File: src/bblc_pkg.sv
// Shared types, constants and codes for the button and backlight controller.
package bblc_pkg;

  localparam int unsigned VERY_LONG_TICKS = 600;
  localparam int unsigned OFF_DELAY_MS    = 5000;
  localparam int unsigned LIGHT_BITS      = 12;

  localparam int unsigned SAMPLE_W = 12;
  localparam int unsigned PRESS_W  = 16;
  localparam int unsigned TIMER_W  = 13;
  localparam int unsigned LEVEL_W  = 8;
  localparam int unsigned DIV_STEPS = SAMPLE_W;
  localparam int unsigned STEP_W   = $clog2(DIV_STEPS + 1);

  localparam logic [SAMPLE_W-1:0] LIGHT_MASK =
    (LIGHT_BITS >= SAMPLE_W) ? {SAMPLE_W{1'b1}} : SAMPLE_W'((1 << LIGHT_BITS) - 1);
  localparam logic [PRESS_W-1:0]  PRESS_MAX  = {PRESS_W{1'b1}};
  localparam logic [PRESS_W-1:0]  VERY_LONG  = PRESS_W'(VERY_LONG_TICKS);
  localparam logic [TIMER_W-1:0]  OFF_DELAY  = TIMER_W'(OFF_DELAY_MS);
  localparam logic [LEVEL_W-1:0]  LEVEL_MAX  = {LEVEL_W{1'b1}};

  // item kinds
  localparam logic [1:0] OP_BUTTON = 2'd0;
  localparam logic [1:0] OP_LIGHT  = 2'd1;
  localparam logic [1:0] OP_TICK   = 2'd2;

  // actions
  localparam logic [2:0] ACT_NONE    = 3'd0;
  localparam logic [2:0] ACT_ALARM   = 3'd1;
  localparam logic [2:0] ACT_WOKEN   = 3'd2;
  localparam logic [2:0] ACT_RESET   = 3'd3;
  localparam logic [2:0] ACT_ADDRESS = 3'd4;
  localparam logic [2:0] ACT_FACE    = 3'd5;
  localparam logic [2:0] ACT_MODE    = 3'd6;
  localparam logic [2:0] ACT_OFF     = 3'd7;

  // register indexes
  localparam logic [2:0] REG_SHORT   = 3'd0;
  localparam logic [2:0] REG_MEDIUM  = 3'd1;
  localparam logic [2:0] REG_LONG    = 3'd2;
  localparam logic [2:0] REG_HYST    = 3'd3;
  localparam logic [2:0] REG_DARK    = 3'd4;
  localparam logic [2:0] REG_DIVIDER = 3'd5;
  localparam logic [2:0] REG_FLOOR   = 3'd6;
  localparam logic [2:0] REG_CEILING = 3'd7;

  typedef struct packed {
    logic [1:0]          op;
    logic                button_down;
    logic                alarm_active;
    logic [SAMPLE_W-1:0] light_sample;
  } in_word_t;

  typedef struct packed {
    logic [2:0]         action;
    logic [2:0]         beep_count;
    logic [LEVEL_W-1:0] backlight_level;
    logic               level_updated;
    logic               backlight_lit;
  } out_word_t;

  typedef struct packed {
    logic [9:0]          short_press_ticks;
    logic [9:0]          medium_press_ticks;
    logic [9:0]          long_press_ticks;
    logic [SAMPLE_W-1:0] light_hysteresis;
    logic [SAMPLE_W-1:0] dark_cutoff;
    logic [SAMPLE_W-1:0] light_divider;
    logic [LEVEL_W-1:0]  level_floor;
    logic [LEVEL_W-1:0]  level_ceiling;
  } cfg_t;

  typedef struct packed {
    logic capture;
    logic div_step;
    logic commit;
  } cmd_t;

  typedef struct packed {
    logic light_in;
  } sts_t;

endpackage

File: src/bblc_ctrl.sv
// Sequencer: item capture, divider stepping and result hand-off.
module bblc_ctrl
  import bblc_pkg::*;
(
  input  logic clk,
  input  logic rst,
  input  logic item_valid,
  output logic item_ready,
  output logic result_valid,
  input  logic result_ready,
  input  sts_t sts,
  output cmd_t cmd
);

  typedef enum logic [1:0] {S_IDLE, S_DIV, S_DONE} state_t;

  state_t            state;
  logic [STEP_W-1:0] count;

  assign item_ready   = (state == S_IDLE);
  assign cmd.capture  = item_valid && item_ready;
  assign cmd.div_step = (state == S_DIV);
  assign cmd.commit   = (state == S_DONE) && (!result_valid || result_ready);

  always_ff @(posedge clk) begin
    if (rst) begin
      state        <= S_IDLE;
      count        <= '0;
      result_valid <= 1'b0;
    end else begin
      if (cmd.commit) result_valid <= 1'b1;
      else if (result_ready) result_valid <= 1'b0;
      unique case (state)
        S_IDLE: begin
          if (cmd.capture) begin
            count <= '0;
            state <= sts.light_in ? S_DIV : S_DONE;
          end
        end
        S_DIV: begin
          count <= count + 1'b1;
          if (count == STEP_W'(DIV_STEPS - 1)) state <= S_DONE;
        end
        S_DONE: begin
          if (cmd.commit) state <= S_IDLE;
        end
        default: state <= S_IDLE;
      endcase
    end
  end

endmodule

File: src/bblc_dp.sv
// Datapath: press counter, off timer, light divider, level clamp and result register.
module bblc_dp
  import bblc_pkg::*;
(
  input  logic      clk,
  input  logic      rst,
  input  cfg_t      cfg,
  input  in_word_t  item,
  input  cmd_t      cmd,
  output sts_t      sts,
  output out_word_t result
);

  in_word_t            item_q;
  logic [SAMPLE_W-1:0] quot;
  logic [SAMPLE_W-1:0] rem;

  logic [PRESS_W-1:0]  press_length;
  logic [SAMPLE_W-1:0] last_light;
  logic                last_light_valid;
  logic                lit;
  logic [LEVEL_W-1:0]  level;
  logic [TIMER_W-1:0]  off_countdown;

  logic [PRESS_W-1:0]  press_length_next;
  logic [SAMPLE_W-1:0] last_light_next;
  logic                last_light_valid_next;
  logic                lit_next;
  logic [LEVEL_W-1:0]  level_next;
  logic [TIMER_W-1:0]  off_countdown_next;
  out_word_t           word_next;

  logic [SAMPLE_W-1:0] in_sample;
  logic [SAMPLE_W-1:0] dividend;
  logic [SAMPLE_W:0]   trial;
  logic [SAMPLE_W-1:0] sample;
  logic [SAMPLE_W-1:0] diff;
  logic [PRESS_W-1:0]  press_inc;
  logic [LEVEL_W-1:0]  lvl;

  assign sts.light_in = (item.op == OP_LIGHT);

  // dark cutoff applied before the divider sees the reading
  assign in_sample = item.light_sample & LIGHT_MASK;
  assign dividend  = (in_sample < cfg.dark_cutoff) ? '0 : in_sample;
  assign trial     = {rem, quot[SAMPLE_W-1]};

  always_ff @(posedge clk) begin
    if (cmd.capture) begin
      item_q <= item;
      quot   <= dividend;
      rem    <= '0;
    end else if (cmd.div_step) begin
      // restoring division, one quotient bit a cycle
      if (trial >= {1'b0, cfg.light_divider}) begin
        rem  <= SAMPLE_W'(trial - {1'b0, cfg.light_divider});
        quot <= {quot[SAMPLE_W-2:0], 1'b1};
      end else begin
        rem  <= trial[SAMPLE_W-1:0];
        quot <= {quot[SAMPLE_W-2:0], 1'b0};
      end
    end
  end

  assign sample    = item_q.light_sample & LIGHT_MASK;
  assign diff      = (sample >= last_light) ? sample - last_light : last_light - sample;
  assign press_inc = press_length + 1'b1;

  always_comb begin
    press_length_next     = press_length;
    last_light_next       = last_light;
    last_light_valid_next = last_light_valid;
    lit_next              = lit;
    level_next            = level;
    off_countdown_next    = off_countdown;
    lvl                   = level;
    word_next             = '0;
    unique case (item_q.op)
      OP_BUTTON: begin
        if (item_q.button_down) begin
          if (press_length != PRESS_MAX) begin
            press_length_next = press_inc;
            priority if (press_inc == VERY_LONG)                     word_next.beep_count = 3'd4;
            else if (press_inc == PRESS_W'(cfg.long_press_ticks))   word_next.beep_count = 3'd3;
            else if (press_inc == PRESS_W'(cfg.medium_press_ticks)) word_next.beep_count = 3'd2;
            else if (press_inc == PRESS_W'(cfg.short_press_ticks))  word_next.beep_count = 3'd1;
            else                                                     word_next.beep_count = 3'd0;
          end
        end else if (press_length != '0) begin
          press_length_next = '0;
          priority if (item_q.alarm_active) word_next.action = ACT_ALARM;
          else if (!lit) begin
            lit_next              = 1'b1;
            last_light_valid_next = 1'b0;
            off_countdown_next    = OFF_DELAY;
            word_next.action      = ACT_WOKEN;
          end
          else if (press_length >= VERY_LONG)                     word_next.action = ACT_RESET;
          else if (press_length >= PRESS_W'(cfg.long_press_ticks))   word_next.action = ACT_ADDRESS;
          else if (press_length >= PRESS_W'(cfg.medium_press_ticks)) word_next.action = ACT_FACE;
          else if (press_length >= PRESS_W'(cfg.short_press_ticks))  word_next.action = ACT_MODE;
          else                                                       word_next.action = ACT_NONE;
        end
      end
      OP_LIGHT: begin
        if (lit && cfg.light_hysteresis != '0 &&
            (!last_light_valid || diff > cfg.light_hysteresis)) begin
          last_light_next       = sample;
          last_light_valid_next = 1'b1;
          if (cfg.light_divider != '0)
            lvl = (quot > SAMPLE_W'(LEVEL_MAX)) ? LEVEL_MAX : quot[LEVEL_W-1:0];
          if (lvl < cfg.level_floor) lvl = cfg.level_floor;
          if (lvl > cfg.level_ceiling) lvl = cfg.level_ceiling;
          level_next              = lvl;
          word_next.level_updated = 1'b1;
        end
      end
      OP_TICK: begin
        if (off_countdown != '0) begin
          off_countdown_next = off_countdown - 1'b1;
          if (off_countdown == TIMER_W'(1)) begin
            lit_next         = 1'b0;
            word_next.action = ACT_OFF;
          end
        end
      end
      default: ;
    endcase
    word_next.backlight_level = level_next;
    word_next.backlight_lit   = lit_next;
  end

  always_ff @(posedge clk) begin
    if (rst) begin
      press_length     <= '0;
      last_light       <= '0;
      last_light_valid <= 1'b0;
      lit              <= 1'b1;
      level            <= LEVEL_MAX;
      off_countdown    <= '0;
    end else if (cmd.commit) begin
      press_length     <= press_length_next;
      last_light       <= last_light_next;
      last_light_valid <= last_light_valid_next;
      lit              <= lit_next;
      level            <= level_next;
      off_countdown    <= off_countdown_next;
    end
  end

  always_ff @(posedge clk) begin
    if (cmd.commit) result <= word_next;
  end

endmodule

File: src/button_and_auto_backlight_control.sv
// Button press timing and ambient-light backlight control, with its register port.
// Button and tick words go from capture to the done state, where the result is
// committed; light words first pass through the one-bit-a-cycle restoring divider.
// One word is held at a time: the next is taken once the current one is committed.
// A finished result waits in the output register while the next word is taken.
// Reset (rst, synchronous): registers to defaults, level 255, backlight lit, timer idle.
module button_and_auto_backlight_control
  import bblc_pkg::*;
(
  input  logic        clk,
  input  logic        rst,
  input  logic        item_valid,
  output logic        item_ready,
  input  in_word_t    item,
  output logic        result_valid,
  input  logic        result_ready,
  output out_word_t   result,
  input  logic        psel,
  input  logic        penable,
  input  logic        pwrite,
  input  logic [4:0]  paddr,
  input  logic [31:0] pwdata,
  output logic [31:0] prdata,
  output logic        pready
);

  cfg_t       cfg;
  cmd_t       cmd;
  sts_t       sts;
  logic [2:0] reg_idx;

  assign pready  = 1'b1;
  assign reg_idx = paddr[4:2];

  always_ff @(posedge clk) begin
    if (rst) begin
      cfg.short_press_ticks  <= 10'd5;
      cfg.medium_press_ticks <= 10'd100;
      cfg.long_press_ticks   <= 10'd300;
      cfg.light_hysteresis   <= 12'd50;
      cfg.dark_cutoff        <= 12'd0;
      cfg.light_divider      <= 12'd16;
      cfg.level_floor        <= 8'd0;
      cfg.level_ceiling      <= 8'd255;
    end else if (psel && penable && pwrite && pready) begin
      unique case (reg_idx)
        REG_SHORT:   cfg.short_press_ticks  <= pwdata[9:0];
        REG_MEDIUM:  cfg.medium_press_ticks <= pwdata[9:0];
        REG_LONG:    cfg.long_press_ticks   <= pwdata[9:0];
        REG_HYST:    cfg.light_hysteresis   <= pwdata[11:0];
        REG_DARK:    cfg.dark_cutoff        <= pwdata[11:0];
        REG_DIVIDER: cfg.light_divider      <= pwdata[11:0];
        REG_FLOOR:   cfg.level_floor        <= pwdata[7:0];
        REG_CEILING: cfg.level_ceiling      <= pwdata[7:0];
        default: ;
      endcase
    end
  end

  always_comb begin
    unique case (reg_idx)
      REG_SHORT:   prdata = 32'(cfg.short_press_ticks);
      REG_MEDIUM:  prdata = 32'(cfg.medium_press_ticks);
      REG_LONG:    prdata = 32'(cfg.long_press_ticks);
      REG_HYST:    prdata = 32'(cfg.light_hysteresis);
      REG_DARK:    prdata = 32'(cfg.dark_cutoff);
      REG_DIVIDER: prdata = 32'(cfg.light_divider);
      REG_FLOOR:   prdata = 32'(cfg.level_floor);
      REG_CEILING: prdata = 32'(cfg.level_ceiling);
      default:     prdata = '0;
    endcase
  end

  bblc_ctrl u_ctrl (
    .clk          (clk),
    .rst          (rst),
    .item_valid   (item_valid),
    .item_ready   (item_ready),
    .result_valid (result_valid),
    .result_ready (result_ready),
    .sts          (sts),
    .cmd          (cmd)
  );

  bblc_dp u_dp (
    .clk    (clk),
    .rst    (rst),
    .cfg    (cfg),
    .item   (item),
    .cmd    (cmd),
    .sts    (sts),
    .result (result)
  );

  // one word in flight: nothing is taken until the current one is committed
  a_one_in_flight: assert property (@(posedge clk) disable iff (rst)
    (item_valid && item_ready) |=> !item_ready)
    else $error("word accepted while another is in flight");

  a_commit_free: assert property (@(posedge clk) disable iff (rst)
    cmd.commit |-> (!result_valid || result_ready))
    else $error("result register overwritten before hand-off");

  a_update_lit: assert property (@(posedge clk) disable iff (rst)
    (result_valid && result.level_updated) |-> result.backlight_lit)
    else $error("level recomputed while backlight off");

  a_beep_no_action: assert property (@(posedge clk) disable iff (rst)
    result_valid |-> (result.beep_count == 3'd0 || result.action == ACT_NONE))
    else $error("beep and action in the same result");

endmodule

File: config.mk
export PLATFORM = sky130hd
export DESIGN_NAME = button_and_auto_backlight_control
export DESIGN_NICKNAME = d
export VERILOG_FILES = /design/src/bblc_pkg.sv /design/src/bblc_ctrl.sv /design/src/bblc_dp.sv /design/src/button_and_auto_backlight_control.sv
export SDC_FILE = /design/constraint.sdc
export NUM_CORES = 1
export LEC_CHECK = 0
export ABC_AREA = 1
export BUFFER_PORTS_ARGS = -buffer_cell sky130_fd_sc_hd__buf_2
export CORE_MARGIN = 2
export CORE_UTILIZATION = 30
export CTS_BUF_LIST = sky130_fd_sc_hd__clkbuf_16
export CTS_CLUSTER_SIZE = 14
export DETAILED_ROUTE_END_ITERATION = 10
export SYNTH_ARGS = -nofsm -noshare
export SYNTH_HDL_FRONTEND = slang
export SYNTH_SLANG_ARGS = --single-unit
File: constraint.sdc
create_clock -name clk -period 9.99 [get_ports clk]
set_input_delay 1.4985 -clock clk [delete_from_list [all_inputs] [get_ports clk]]
set_output_delay 1.4985 -clock clk [all_outputs]
set_load 0.02 [all_outputs]
==> reports/metrics.csv <==
metric,value,unit
clockRootBuffer,clkbuf_16,
clk_path_buf_depth,2,
drive_above_1_share,0.0809,
drv_cap,0,
crit_arrival,5.83,ns
dp_hpwl,27700,um
cts_max_level,4,
slowest_delay,0.90,ns
cts_hold_buf,0,
final_nets,1900,
row_count,74,
ys_seq_area_frac,0.349,
ys_types,63,
cts_resized,0,
cts_tree,done,
clock_latency,0.45,ns
design_area,13800,um^2
place_area,13300,um^2
slew_headroom,0.311,
grt_pass1_wl,58700,um
maxSlewViolCount,0,
first_global_vias,11000,
routedWlPerCell,16.1,um
num_antenna_cells,0,
hold_path.class,reg -> reg,
io_buffer_count,67,
ys.flop_type,dfxtp_1,
hold_viol,0,
place_inst,2242,
path_class,reg -> reg,
worstSetupStartpointType,flop,
fin_worst_skew,0.0162,ns
netlist_instances,1684,
syn_area_per_cell,7.42,um^2
irDropWorstVdd,108,uV
finalSetupViolCount,0,
fmax,0.178,GHz
p_leak,6.05,nW
via_per_inst,4.96,
wirelength,36700,um
dr.pass1.iters,7,
worst_pin_slew,1.02,ns
drc_errors,0,
hold_path_depth,2,
cts_setup_buffers,0,
cp_max_fo,16,
post-route-period-util,0.564,
dieHeight,208,um
path_cells,nor4_1 > nand3_1 > o21ai_0 > inv_1 > ha_1 > a21oi_1 > nor2_1 > a211oi_1 > nand2_1 > nand2_1 > nand2_1 > ha_1 > nand4_1 > inv_1 > nand3_1 > o21ai_1 > nand3_1 > nand2_1 > nand2_1,
die_area,43300,um^2
crit_path_frequent_cell,nand2_1,
rsz0062_at_grt,false,
ys_seq_elements,196,
grt_max_degree,92,
fin_crit,5.63,ns
final_cell_count_no_fill,2274,
drtIter0Drc,749,
synth_area,12500,um^2
gp_congestion,0.887,
boundaryPins,111,
yosys_warnings,0,
die_w,208,um
status,completed,
grt_util_all_layers,0.171,
cts.clk_slew.worst_paths,0.08,ns
core-area,41000,um^2
endpoint_kind,flop,
power_density,151,nW/um^2
vias,11300,
synth_edf_count,44,
clock_sinks,196,
rr_worst_depth,19,
async_flop_share,0,
tns,0,ns
worst_path_max_delay_cell,nor4_1,
antenna_found_initial,0,
postRouteAntennaNets,0,
syn2layout_area_growth,10.8,%
grt_remaining_overflow,0,
required,10.18,ns
start_util,0.305,
cts_buffers,17,
flip-flops by register name, summed over array words and instances, names as in the netlist:
signal,flops
u_dp.quot,12
u_dp.press_length,16
u_dp.item_q,4
u_dp.rem,12
u_ctrl.result_valid,1
u_dp.last_light,12
u_dp.last_light_valid,1
u_dp.result,16
u_dp.lit,1
u_dp.level,8
u_dp.sample,12
cfg,82
u_ctrl.count,4
u_dp.off_countdown,13
u_ctrl.state,2
Yosys cell counts, drive strengths merged (2+ instances only):
cell       n  area, um^2
clkbuf    39         148
nand2b     3        18.8
a21boi     4        30.0
nor3      27         173
ha       108        1350
inv      241         905
fa         3        60.1
nand4     19         119
o22ai     18         113
dfxtp    152        3040
edfxtp    44        1320
o21ai    164         825
o21a       3        22.5
nand2    269        1030
a31oi      4        25.0
o211ai    21         158
a21o       5        37.5
clkinv     3        12.5
and3       2        12.5
nand3b     3        26.3
buf       27         196
a211oi    10        75.1
nor2     149         592
o221ai     3        26.3
mux2       3        33.8
xor2      45         402
a21oi    185         937
xnor2      8        70.1
nand3     76         395
o2111ai    6        58.8
conb       2        7.51
a221oi    12         105
nor4       8        50.1
or2        8        50.1
nor2b      2        12.5
final timing paths:
check                                           start                     to  slack [ns]
worst max-delay path                    u_dp.quot[11]         u_dp.result[3]        4.36
worst min-delay path            u_dp.press_length[14]  u_dp.press_length[14]        0.47
worst max register to register          u_dp.quot[11]         u_dp.result[3]        4.36
worst min register to register  u_dp.press_length[14]  u_dp.press_length[14]        0.47
critical path: cells and delay by family (launching register included):
kind	cells	cell delay, ns
fa+ha+maj	2	0.60
simple gates	11	2.35
flops	1	0.44
compound gates	4	1.84
buf+inv	2	0.16
cell families after synthesis:
family,after synthesis,synth area share
muxes,3,0.00270
AOI/OAI and AO/OA,441,0.197
xor gates and xnor gates,53,0.0377
adders and majority gates,111,0.113
and+or+nand+nor,568,0.199
buffers and inverters,310,0.101
DFF,196,0.349
other,2,0.000601
power by group:
part / switching, mW / leakage [nW] / internal (mW) / total, mW
registers: 0.0321 / 1.65 / 0.868 / 0.900
logic: 0.338 / 4.11 / 0.172 / 0.510
clock network: 0.316 / 0.289 / 0.367 / 0.683
total: 0.687 / 6.05 / 1.41 / 2.09
cell type report:
class / count / area, um^2
Clock buffer: 17 / 425
Clock inverter: 15 / 144
Fill cell: 4313 / 27200
Inverter: 244 / 917
Multi-Input combinational cell: 1197 / 6950
Sequential cell: 196 / 4360
Tap cell: 532 / 666
Timing Repair Buffer: 73 / 380
cells in the final DEF, fill, tap and decap left out, drive strengths merged, types with 18 or more instances in the layout:
master,count
nand2,269
inv,247
a21oi,185
o21ai,164
dfxtp,152
nor2,149
ha,108
nand3,76
buf,73
xor2,45
edfxtp,44
nor3,27
o211ai,21
conb,21
nand4,19
o22ai,18
metal layers:
layer	vias to the layer above	GRT usage	part of all wire	wire (um)
met1	5264	0.217	0.46	16900
li1	5718	-	-	-
met5	-	0	0	0
met2	245	0.291	0.47	17300
met3	44	0.0318	0.042	1540
met4	0	0.0553	0.025	927
stage by stage:
stage	hold WS (ns)	utilization	total power [mW]	worst slack [ns]
after floorplan	0.439	-	1.30	5.58
after global placement	0.455	0.324	1.42	4.27
after detailed placement	0.461	0.324	1.43	4.29
after CTS	0.471	0.338	2.11	4.29
after global routing	0.496	0.338	2.22	3.72
final	0.468	0.338	2.09	4.36
No activity file was read; power rests on OpenSTA's default activity.
